## src/hw/rtl/rfeu_pkg.sv

```systemverilog
// shared types, field positions and operation codes of the register file execute unit
package rfeu_pkg;

	localparam int unsigned WORD_W          = 32;
	localparam int unsigned FUNC_W          = 3;
	localparam int unsigned REG_IDX_W       = 3;
	localparam int unsigned NUM_REGS        = 8;
	localparam int unsigned IMM_W           = 25;
	localparam int unsigned REG_A_LSB       = 6;
	localparam int unsigned REG_B_LSB       = 3;
	localparam int unsigned REG_C_LSB       = 0;
	localparam int unsigned IMM_REG_LSB     = 25;
	localparam int unsigned QUEUE_DEPTH_DEF = 4;

	localparam logic [FUNC_W-1:0] OP_CMOV  = 3'd0;
	localparam logic [FUNC_W-1:0] OP_ADD   = 3'd1;
	localparam logic [FUNC_W-1:0] OP_MULT  = 3'd2;
	localparam logic [FUNC_W-1:0] OP_DIV   = 3'd3;
	localparam logic [FUNC_W-1:0] OP_NAND  = 3'd4;
	localparam logic [FUNC_W-1:0] OP_LOADV = 3'd5;

	// decoded request as it sits in the queue
	typedef struct packed {
		logic [FUNC_W-1:0]    func;
		logic [REG_IDX_W-1:0] reg_a;
		logic [REG_IDX_W-1:0] reg_b;
		logic [REG_IDX_W-1:0] reg_c;
		logic [IMM_W-1:0]     imm;
	} item_t;

	// result word, lowest field in the lowest bits, padded to whole bytes
	typedef struct packed {
		logic [2:0]           pad;
		logic                 div_by_zero;
		logic [WORD_W-1:0]    dest_value;
		logic [REG_IDX_W-1:0] dest_reg;
		logic                 wrote;
	} result_t;

	localparam int unsigned RESULT_W = $bits(result_t);

	typedef struct packed {
		logic              start;
		logic [WORD_W-1:0] dividend;
		logic [WORD_W-1:0] divisor;
	} div_req_t;

	typedef struct packed {
		logic              busy;
		logic              done;
		logic [WORD_W-1:0] quotient;
	} div_rsp_t;

endpackage

```

## src/hw/rtl/rfeu_front.sv

```systemverilog
// front end: accepts requests, decodes register fields and queues them
module rfeu_front #(
	parameter int unsigned QUEUE_DEPTH = rfeu_pkg::QUEUE_DEPTH_DEF
) (
	input  logic                               clk,
	input  logic                               arst_n,
	input  logic                               s_tvalid,
	output logic                               s_tready,
	input  logic [rfeu_pkg::WORD_W-1:0]        s_tdata,   // instr_word
	input  logic [rfeu_pkg::FUNC_W-1:0]        s_tuser,   // func
	output logic                               item_valid,
	input  logic                               item_ready,
	output rfeu_pkg::item_t                    item
);
	import rfeu_pkg::*;

	localparam int unsigned PTR_W = $clog2(QUEUE_DEPTH);
	localparam int unsigned CNT_W = $clog2(QUEUE_DEPTH + 1);
	localparam logic [PTR_W-1:0] LAST_PTR = PTR_W'(QUEUE_DEPTH - 1);
	localparam logic [CNT_W-1:0] FULL_CNT = CNT_W'(QUEUE_DEPTH);

	item_t            fifo_q [QUEUE_DEPTH];
	item_t            dec;
	logic [PTR_W-1:0] wr_ptr_q;
	logic [PTR_W-1:0] rd_ptr_q;
	logic [CNT_W-1:0] cnt_q;
	logic             push;
	logic             pop;

	// load immediate takes its destination from bits 27:25, just above the immediate
	always_comb begin
		dec.func  = s_tuser;
		dec.reg_a = (s_tuser == OP_LOADV) ? s_tdata[IMM_REG_LSB +: REG_IDX_W]
		                                  : s_tdata[REG_A_LSB +: REG_IDX_W];
		dec.reg_b = s_tdata[REG_B_LSB +: REG_IDX_W];
		dec.reg_c = s_tdata[REG_C_LSB +: REG_IDX_W];
		dec.imm   = s_tdata[IMM_W-1:0];
	end

	assign s_tready   = (cnt_q != FULL_CNT);
	assign item_valid = (cnt_q != '0);
	assign item       = fifo_q[rd_ptr_q];
	assign push       = s_tvalid && s_tready;
	assign pop        = item_valid && item_ready;

	always_ff @(posedge clk) begin
		if (push) begin
			fifo_q[wr_ptr_q] <= dec;
		end
	end

	always_ff @(posedge clk or negedge arst_n) begin
		if (!arst_n) begin
			wr_ptr_q <= '0;
			rd_ptr_q <= '0;
			cnt_q    <= '0;
		end else begin
			if (push) begin
				wr_ptr_q <= (wr_ptr_q == LAST_PTR) ? '0 : wr_ptr_q + 1'b1;
			end
			if (pop) begin
				rd_ptr_q <= (rd_ptr_q == LAST_PTR) ? '0 : rd_ptr_q + 1'b1;
			end
			if (push && !pop) begin
				cnt_q <= cnt_q + 1'b1;
			end else if (pop && !push) begin
				cnt_q <= cnt_q - 1'b1;
			end
		end
	end

endmodule

```

## src/hw/rtl/rfeu_divider.sv

```systemverilog
// restoring unsigned divider, one quotient bit per cycle
module rfeu_divider (
	input  logic               clk,
	input  logic               arst_n,
	input  rfeu_pkg::div_req_t req,
	output rfeu_pkg::div_rsp_t rsp
);
	import rfeu_pkg::*;

	localparam int unsigned STEP_W = $clog2(WORD_W);
	localparam logic [STEP_W-1:0] LAST_STEP = STEP_W'(WORD_W - 1);

	logic [WORD_W-1:0] rem_q;
	logic [WORD_W-1:0] quo_q;
	logic [WORD_W-1:0] dvs_q;
	logic [STEP_W-1:0] cnt_q;
	logic              busy_q;
	logic              done_q;
	logic [WORD_W:0]   shifted;
	logic [WORD_W:0]   diff;

	assign shifted = {rem_q, quo_q[WORD_W-1]};
	assign diff    = shifted - {1'b0, dvs_q};

	always_ff @(posedge clk or negedge arst_n) begin
		if (!arst_n) begin
			busy_q <= 1'b0;
			done_q <= 1'b0;
			cnt_q  <= '0;
			rem_q  <= '0;
			quo_q  <= '0;
			dvs_q  <= '0;
		end else begin
			// one-cycle pulse after the last quotient bit
			done_q <= !req.start && busy_q && (cnt_q == LAST_STEP);
			if (req.start) begin
				busy_q <= 1'b1;
				cnt_q  <= '0;
				rem_q  <= '0;
				quo_q  <= req.dividend;
				dvs_q  <= req.divisor;
			end else if (busy_q) begin
				// keep the trial difference when it did not borrow
				rem_q <= diff[WORD_W] ? shifted[WORD_W-1:0] : diff[WORD_W-1:0];
				quo_q <= {quo_q[WORD_W-2:0], ~diff[WORD_W]};
				cnt_q <= cnt_q + 1'b1;
				if (cnt_q == LAST_STEP) begin
					busy_q <= 1'b0;
				end
			end
		end
	end

	assign rsp.busy     = busy_q;
	assign rsp.done     = done_q;
	assign rsp.quotient = quo_q;

endmodule

```

## src/hw/rtl/rfeu_back.sv

```systemverilog
// back end: register file, operation sequencer and output register
module rfeu_back (
	input  logic                             clk,
	input  logic                             arst_n,
	input  logic                             item_valid,
	output logic                             item_ready,
	input  rfeu_pkg::item_t                  item,
	output logic                             m_tvalid,
	input  logic                             m_tready,
	output logic [rfeu_pkg::RESULT_W-1:0]    m_tdata,
	output rfeu_pkg::div_req_t               div_req,
	input  rfeu_pkg::div_rsp_t               div_rsp
);
	import rfeu_pkg::*;

	typedef enum logic [1:0] {
		ST_IDLE,
		ST_EXEC,
		ST_DIV,
		ST_FINISH
	} state_t;

	state_t               state_q;
	item_t                cur_q;
	logic                 wr_q;
	logic                 dz_q;
	logic [WORD_W-1:0]    nv_q;
	result_t              out_q;
	logic                 out_valid_q;

	logic [WORD_W-1:0]    mem [NUM_REGS];
	logic [NUM_REGS-1:0]  vld_q;
	logic [WORD_W-1:0]    rd0_q;
	logic [WORD_W-1:0]    rd1_q;
	logic [REG_IDX_W-1:0] rd0_addr;
	logic                 rd0_en;
	logic                 rd1_en;
	logic                 mem_we;

	logic                 ex_wr;
	logic                 ex_dz;
	logic                 ex_div;
	logic [WORD_W-1:0]    ex_nv;
	logic [WORD_W-1:0]    prod;
	logic                 out_free;
	result_t              fin;

	// port 0 reads B on issue, then A while the operation runs
	assign rd0_addr = (state_q == ST_IDLE) ? item.reg_b : cur_q.reg_a;
	assign rd0_en   = ((state_q == ST_IDLE) && item_valid) || (state_q == ST_EXEC);
	assign rd1_en   = (state_q == ST_IDLE) && item_valid;

	always_ff @(posedge clk) begin
		if (mem_we) begin
			mem[cur_q.reg_a] <= nv_q;
		end
		if (rd0_en) begin
			rd0_q <= vld_q[rd0_addr] ? mem[rd0_addr] : '0;
		end
		if (rd1_en) begin
			rd1_q <= vld_q[item.reg_c] ? mem[item.reg_c] : '0;
		end
	end

	always_ff @(posedge clk or negedge arst_n) begin
		if (!arst_n) begin
			vld_q <= '0;
		end else if (mem_we) begin
			vld_q[cur_q.reg_a] <= 1'b1;
		end
	end

	assign prod = rd0_q * rd1_q;

	always_comb begin
		ex_wr  = 1'b0;
		ex_dz  = 1'b0;
		ex_div = 1'b0;
		ex_nv  = '0;
		unique case (cur_q.func)
			OP_CMOV: begin
				ex_wr = (rd1_q != '0);
				ex_nv = rd0_q;
			end
			OP_ADD: begin
				ex_wr = 1'b1;
				ex_nv = rd0_q + rd1_q;
			end
			OP_MULT: begin
				ex_wr = 1'b1;
				ex_nv = prod;
			end
			OP_DIV: begin
				ex_dz  = (rd1_q == '0);
				ex_div = (rd1_q != '0);
			end
			OP_NAND: begin
				ex_wr = 1'b1;
				ex_nv = ~(rd0_q & rd1_q);
			end
			OP_LOADV: begin
				ex_wr = 1'b1;
				ex_nv = {{(WORD_W - IMM_W){1'b0}}, cur_q.imm};
			end
			default: begin
				ex_wr = 1'b0;
			end
		endcase
	end

	assign div_req.start    = (state_q == ST_EXEC) && ex_div;
	assign div_req.dividend = rd0_q;
	assign div_req.divisor  = rd1_q;

	assign out_free = !out_valid_q || m_tready;
	assign mem_we   = (state_q == ST_FINISH) && out_free && wr_q;

	always_comb begin
		fin.pad         = '0;
		fin.div_by_zero = dz_q;
		fin.dest_value  = wr_q ? nv_q : rd0_q;
		fin.dest_reg    = cur_q.reg_a;
		fin.wrote       = wr_q;
	end

	always_ff @(posedge clk or negedge arst_n) begin
		if (!arst_n) begin
			state_q     <= ST_IDLE;
			out_valid_q <= 1'b0;
			cur_q       <= '0;
			wr_q        <= 1'b0;
			dz_q        <= 1'b0;
			nv_q        <= '0;
			out_q       <= '0;
		end else begin
			// output register loads in finish, empties on a taken result
			if ((state_q == ST_FINISH) && out_free) begin
				out_valid_q <= 1'b1;
			end else if (m_tready) begin
				out_valid_q <= 1'b0;
			end
			unique case (state_q)
				ST_IDLE: begin
					if (item_valid) begin
						cur_q   <= item;
						state_q <= ST_EXEC;
					end
				end
				ST_EXEC: begin
					wr_q    <= ex_wr;
					dz_q    <= ex_dz;
					nv_q    <= ex_nv;
					state_q <= ex_div ? ST_DIV : ST_FINISH;
				end
				ST_DIV: begin
					if (div_rsp.done) begin
						wr_q    <= 1'b1;
						nv_q    <= div_rsp.quotient;
						state_q <= ST_FINISH;
					end
				end
				ST_FINISH: begin
					if (out_free) begin
						out_q   <= fin;
						state_q <= ST_IDLE;
					end
				end
				default: begin
					state_q <= ST_IDLE;
				end
			endcase
		end
	end

	assign item_ready = (state_q == ST_IDLE);
	assign m_tvalid   = out_valid_q;
	assign m_tdata    = out_q;

`ifndef NO_ASSERTIONS
	a_flags_exclusive: assert property (@(posedge clk) disable iff (!arst_n)
		m_tvalid |-> !(out_q.wrote && out_q.div_by_zero))
		else $error("result marks both a write and a zero divisor");

	a_div_nonzero: assert property (@(posedge clk) disable iff (!arst_n)
		div_req.start |-> (div_req.divisor != '0))
		else $error("divider started with a zero divisor");

	a_div_alive: assert property (@(posedge clk) disable iff (!arst_n)
		(state_q == ST_DIV) |-> (div_rsp.busy || div_rsp.done))
		else $error("waiting on an idle divider");

	a_write_valid: assert property (@(posedge clk) disable iff (!arst_n)
		mem_we |=> vld_q[$past(cur_q.reg_a)])
		else $error("written register not marked valid");
`endif

endmodule

```

## src/hw/rtl/register_file_execute_unit.sv

```systemverilog
// top level of the register file execute unit
//
// s_* channel: one request per handshake, s_tuser carries the operation
// selector and s_tdata the 32-bit instruction word. m_* channel: one
// result per request, in request order, from the output register.
// a front end decodes register fields and parks requests in a small
// queue (QUEUE_DEPTH entries), so s_tready stays high while the back
// end works, until the queue fills.
// the back end handles one request at a time: issue (read B and C),
// execute (read A), finish (write back, load output register).
// divide runs through a one-bit-per-cycle divider between execute and
// finish; a zero divisor skips the divider.
// reset clears the queue, the output register and the valid bits of
// the eight registers, which then read as zero; there is no clearing pass.
// when m_tready is low the finished result holds in the output register,
// the back end waits in its finish step and the queue keeps filling.
module register_file_execute_unit #(
	parameter int unsigned QUEUE_DEPTH = rfeu_pkg::QUEUE_DEPTH_DEF
) (
	input  logic                          clk,
	input  logic                          arst_n,
	input  logic                          s_tvalid,
	output logic                          s_tready,
	input  logic [rfeu_pkg::WORD_W-1:0]   s_tdata,   // instr_word
	input  logic [rfeu_pkg::FUNC_W-1:0]   s_tuser,   // func
	output logic                          m_tvalid,
	input  logic                          m_tready,
	// wrote, dest_reg, dest_value, div_by_zero, zero pad
	output logic [rfeu_pkg::RESULT_W-1:0] m_tdata
);
	import rfeu_pkg::*;

	// decoded request between front and back
	logic     item_valid;
	logic     item_ready;
	item_t    item;

	// divider control
	div_req_t div_req;
	div_rsp_t div_rsp;

	rfeu_front #(
		.QUEUE_DEPTH(QUEUE_DEPTH)
	) u_front (
		.clk        (clk),
		.arst_n     (arst_n),
		.s_tvalid   (s_tvalid),
		.s_tready   (s_tready),
		.s_tdata    (s_tdata),
		.s_tuser    (s_tuser),
		.item_valid (item_valid),
		.item_ready (item_ready),
		.item       (item)
	);

	// iterative divider used by the back end
	rfeu_divider u_divider (
		.clk    (clk),
		.arst_n (arst_n),
		.req    (div_req),
		.rsp    (div_rsp)
	);

	// register file, sequencer and output register
	rfeu_back u_back (
		.clk        (clk),
		.arst_n     (arst_n),
		.item_valid (item_valid),
		.item_ready (item_ready),
		.item       (item),
		.m_tvalid   (m_tvalid),
		.m_tready   (m_tready),
		.m_tdata    (m_tdata),
		.div_req    (div_req),
		.div_rsp    (div_rsp)
	);

endmodule
```

## config.mk

```make
export PLATFORM = sky130hd
export DESIGN_NAME = register_file_execute_unit
export DESIGN_NICKNAME = d
export VERILOG_FILES = /design/src/hw/rtl/rfeu_pkg.sv /design/src/hw/rtl/rfeu_front.sv /design/src/hw/rtl/rfeu_divider.sv /design/src/hw/rtl/rfeu_back.sv /design/src/hw/rtl/register_file_execute_unit.sv
export SDC_FILE = /design/constraint.sdc
export NUM_CORES = 2
export LEC_CHECK = 0
export ABC_CLOCK_PERIOD_IN_PS = 9200
export BUFFER_PORTS_ARGS = -buffer_cell sky130_fd_sc_hd__buf_2
export CAP_MARGIN = 20
export CORE_MARGIN = 4
export CORE_UTILIZATION = 65
export DETAILED_ROUTE_END_ITERATION = 16
export PLACE_DENSITY_LB_ADDON = 0.05
export SYNTH_ARGS = -nofsm -noshare
export SYNTH_HDL_FRONTEND = slang
export SYNTH_SLANG_ARGS = --single-unit
```

## constraint.sdc

```tcl
create_clock -name clk -period 9.2 [get_ports clk]
set_input_delay 0.92 -clock clk [delete_from_list [all_inputs] [get_ports clk]]
set_output_delay 0.92 -clock clk [all_outputs]
set_load 0.01 [all_outputs]
```

==> run metrics <==
status=complete, no violations; fin crit share=roughly 91%; Final TNS setup=0 ns; critical path class=reg2reg; Residual DRC=0; die area=77900 um^2; final wirelength=140000 um; Die X=around 280 um; Final Hold Viols=0; H-tree Lvls=3; count of pins over their slew limit=0; R2R depth=21; CTS buffer count=66; CP Capture Type=flip-flop; Initial DRC Count=3300; Netlist cell types=89; Cell Area, Synth=around 48000 um^2; worst-margin pin slew=1.20 ns; Post-synth top flop=edfxtp_1; Total GRT Usage=36.6%; Worst path most repeated cell=fa_1; startpoint type of the worst setup path=flip-flop; Hold Crit Class=in2async; initial antenna violation count=5; Initial Util=approximately two thirds; clk_lat worst skew=0.62 ns; postcts setup bufs=0; critical path's slowest cell=edfxtp_1; Data arrival, critical path=8.84 ns; IO Port Bufs=73; Max-cap violations=0; reg2reg end=u_back.nv_q[31]$_DFFE_PN0P_; required time worst endpoint=9.69 ns; CP Max Fanout=16; delay-heaviest family, CP=adder cells; detailed-route wire length per cell=26.9 um; top-count cell post-synth=nand2_1; first-pass GRT wire length=212000 um; Min Hold Slack=between 0.3 and 0.4 ns; hold_buf cts=0; clock sinks=around 670; Final nets=4843; die extent in y=279 um; R2R Setup Slk=between 0.8 and 0.9 ns; unrepaired setup endpoints after global routing=no; total gr overflow=0; register area share after synthesis=around two fifths; first-pass iteration count of the detailed router=6; worst path bufs/invs=3; hpwl dp=just under 100000 um; io pins=around 80; Ys Warns=0; Max-slew headroom=19.8%; crit path time final=8.34 ns; Max Clk Rate=0.120 GHz; # rows=99; area leader, netlist=edfxtp_1; Synth Instances=4173; vias=33467; Core ar.=approximately 73000 um^2; CP cell instances=buf_4 -> and2_1 -> fa_1 -> fa_1 -> inv_1 -> fa_1 -> fa_1 -> inv_1 -> fa_1 -> fa_1 -> fa_1 -> fa_1 -> ha_1 -> and2_1 -> a41o_1 -> a2111oi_0 -> a21oi_1 -> a31oi_1 -> xnor2_1 -> a21oi_1 -> a221oi_1; synthesized area per cell=11.4 um^2; Root Buffer=clkbuf_16; Post-synth top cells=570 x nand2_1, 444 x edfxtp_1, 439 x inv_1, 411 x fa_1, 306 x and2_1; Post-synth EDFFs=444; largest net degree at the start of global routing=105; Bufs on Longest Clock Path=3; Reg2Reg Launch Point=u_back.rd1_q[9]$_SDFFCE_PN0P_; Synth area leaders=edfxtp_1 28%, fa_1 17%, dfrtp_1 12%; Area growth syn-to-layout=8.34%; synthesis-stage register bit count=667; layout cells sized above 1=between 10% and 20%; CTS tree=done; CP startpoint=u_back.rd1_q[9]$_SDFFCE_PN0P_; Final Skew=0.0313 ns; Post-DRT Antenna Nets=0; Clk pin slew, worst setup/hold paths=0.06 ns; post-synth top area share=27.9%; vias in the first global route=around 34000; Fillers=5241; Post-synth ARST share=33.4%; Via density=6.42; Final Setup Violations=0; CP max stage delay=1.15 ns; RePlAce Congestion=~1; CTS resizes=0
-- cell type report --
type | count | area [um^2] | share of cell area [%]
Antenna cell | 2 | 5.00 | 0.00967
Timing Repair Buffer | 197 | 1330 | 2.57
Sequential cell | 667 | 18900 | 36.6
Inverter | 440 | 1650 | 3.19
Tap cell | 959 | 1200 | 2.32
Clock buffer | 95 | 1920 | 3.72
Clock inverter | 27 | 339 | 0.655
Multi-Input combinational cell | 2822 | 26400 | 51.0
-- cells by family (layout without fill, tap and decap cells) --
group,count (synthesis),after routing,share of synthesized area (%)
AO/OA/AOI/OAI,667,667,8.54
XOR/XNOR,137,137,2.54
adder cells (fa/ha/maj),610,610,22.4
buffers and inverters,686,759,5.51
flip-flops,667,667,39.6
multiplexers,279,279,10.2
other,1,5,0.00785
AND/OR/NAND/NOR,1126,1126,11.2
-- stage by stage --
step                      utilization, %  instance area (um^2)  setup WS [ns]  instances
after floorplan                        -                 47800           2.15       4175
after CTS                           71.0                 51700           1.00       5207
after global placement              67.9                 49500           1.13       5085
after global routing                71.0                 51700          0.626       5207
after detailed placement            67.9                 49500           1.07       5085
final                               71.0                 51700          0.860       5209
-- registers in the layout, indices dropped and copies added (netlist names), 2 cells and up --
signal	flops
u_divider.cnt_q	5
u_front.wr_ptr_q	2
u_front.fifo_q	124
u_back.m_tdata	37
u_back.cur_q	31
u_back.mem	256
u_divider.dvs_q	32
u_back.rd0_q	32
u_back.nv_q	32
u_front.rd_ptr_q	2
u_divider.quo_q	32
u_back.state_q	2
u_back.rd1_q	32
u_back.vld_q	8
u_divider.rem_q	32
u_front.cnt_q	3
-- cell usage in the layout, fill, tap and decap left out, types with 25 or more instances in the layout --
| cell type | netlist | layout |
|---|---|---|
| o21ai_0 | 223 | 223 |
| inv_1 | 439 | 439 |
| mux4_2 | 162 | 160 |
| buf_4 | 6 | 122 |
| edfxtp_1 | 444 | 444 |
| dfrtp_1 | 223 | 219 |
| fa_1 | 411 | 411 |
| xnor2_1 | 97 | 97 |
| a31oi_1 | 33 | 33 |
| and2_1 | 306 | 305 |
| clkbuf_16 | 0 | 68 |
| ha_1 | 199 | 199 |
| a21o_1 | 43 | 43 |
| nor2_1 | 105 | 103 |
| a21oi_1 | 196 | 194 |
| mux2_2 | 39 | 39 |
| mux2i_1 | 78 | 73 |
| xor2_1 | 38 | 38 |
| nand3_1 | 26 | 26 |
| nand2_1 | 570 | 569 |
| nand2b_1 | 27 | 25 |
| buf_2 | 26 | 72 |
-- metal layers --
metal | routed length (um) | up-vias | GRT usage (%)
met5 | 13 | - | 0
met3 | 14400 | 439 | 8.86
li1 | - | 14297 | -
met1 | 51400 | 16939 | 47.9
met4 | 7890 | 2 | 17.7
met2 | 66400 | 1790 | 58.6
-- worst max path at each step --
stage | end | slack [ns] | cells past startpoint
after floorplan | u_back.nv_q[30]$_DFFE_PN0P_ | 2.15 | 25
after detailed placement | u_back.nv_q[31]$_DFFE_PN0P_ | 1.07 | 21
after CTS | u_back.nv_q[31]$_DFFE_PN0P_ | 1.00 | 21
after global placement | u_back.nv_q[31]$_DFFE_PN0P_ | 1.13 | 21
after global routing | u_back.nv_q[31]$_DFFE_PN0P_ | 0.63 | 24
final | u_back.nv_q[31]$_DFFE_PN0P_ | 0.86 | 21
Power is left out: the tool's default activity adds up to more than one toggle a clock period on the data nets, which glitch-free logic cannot reach.
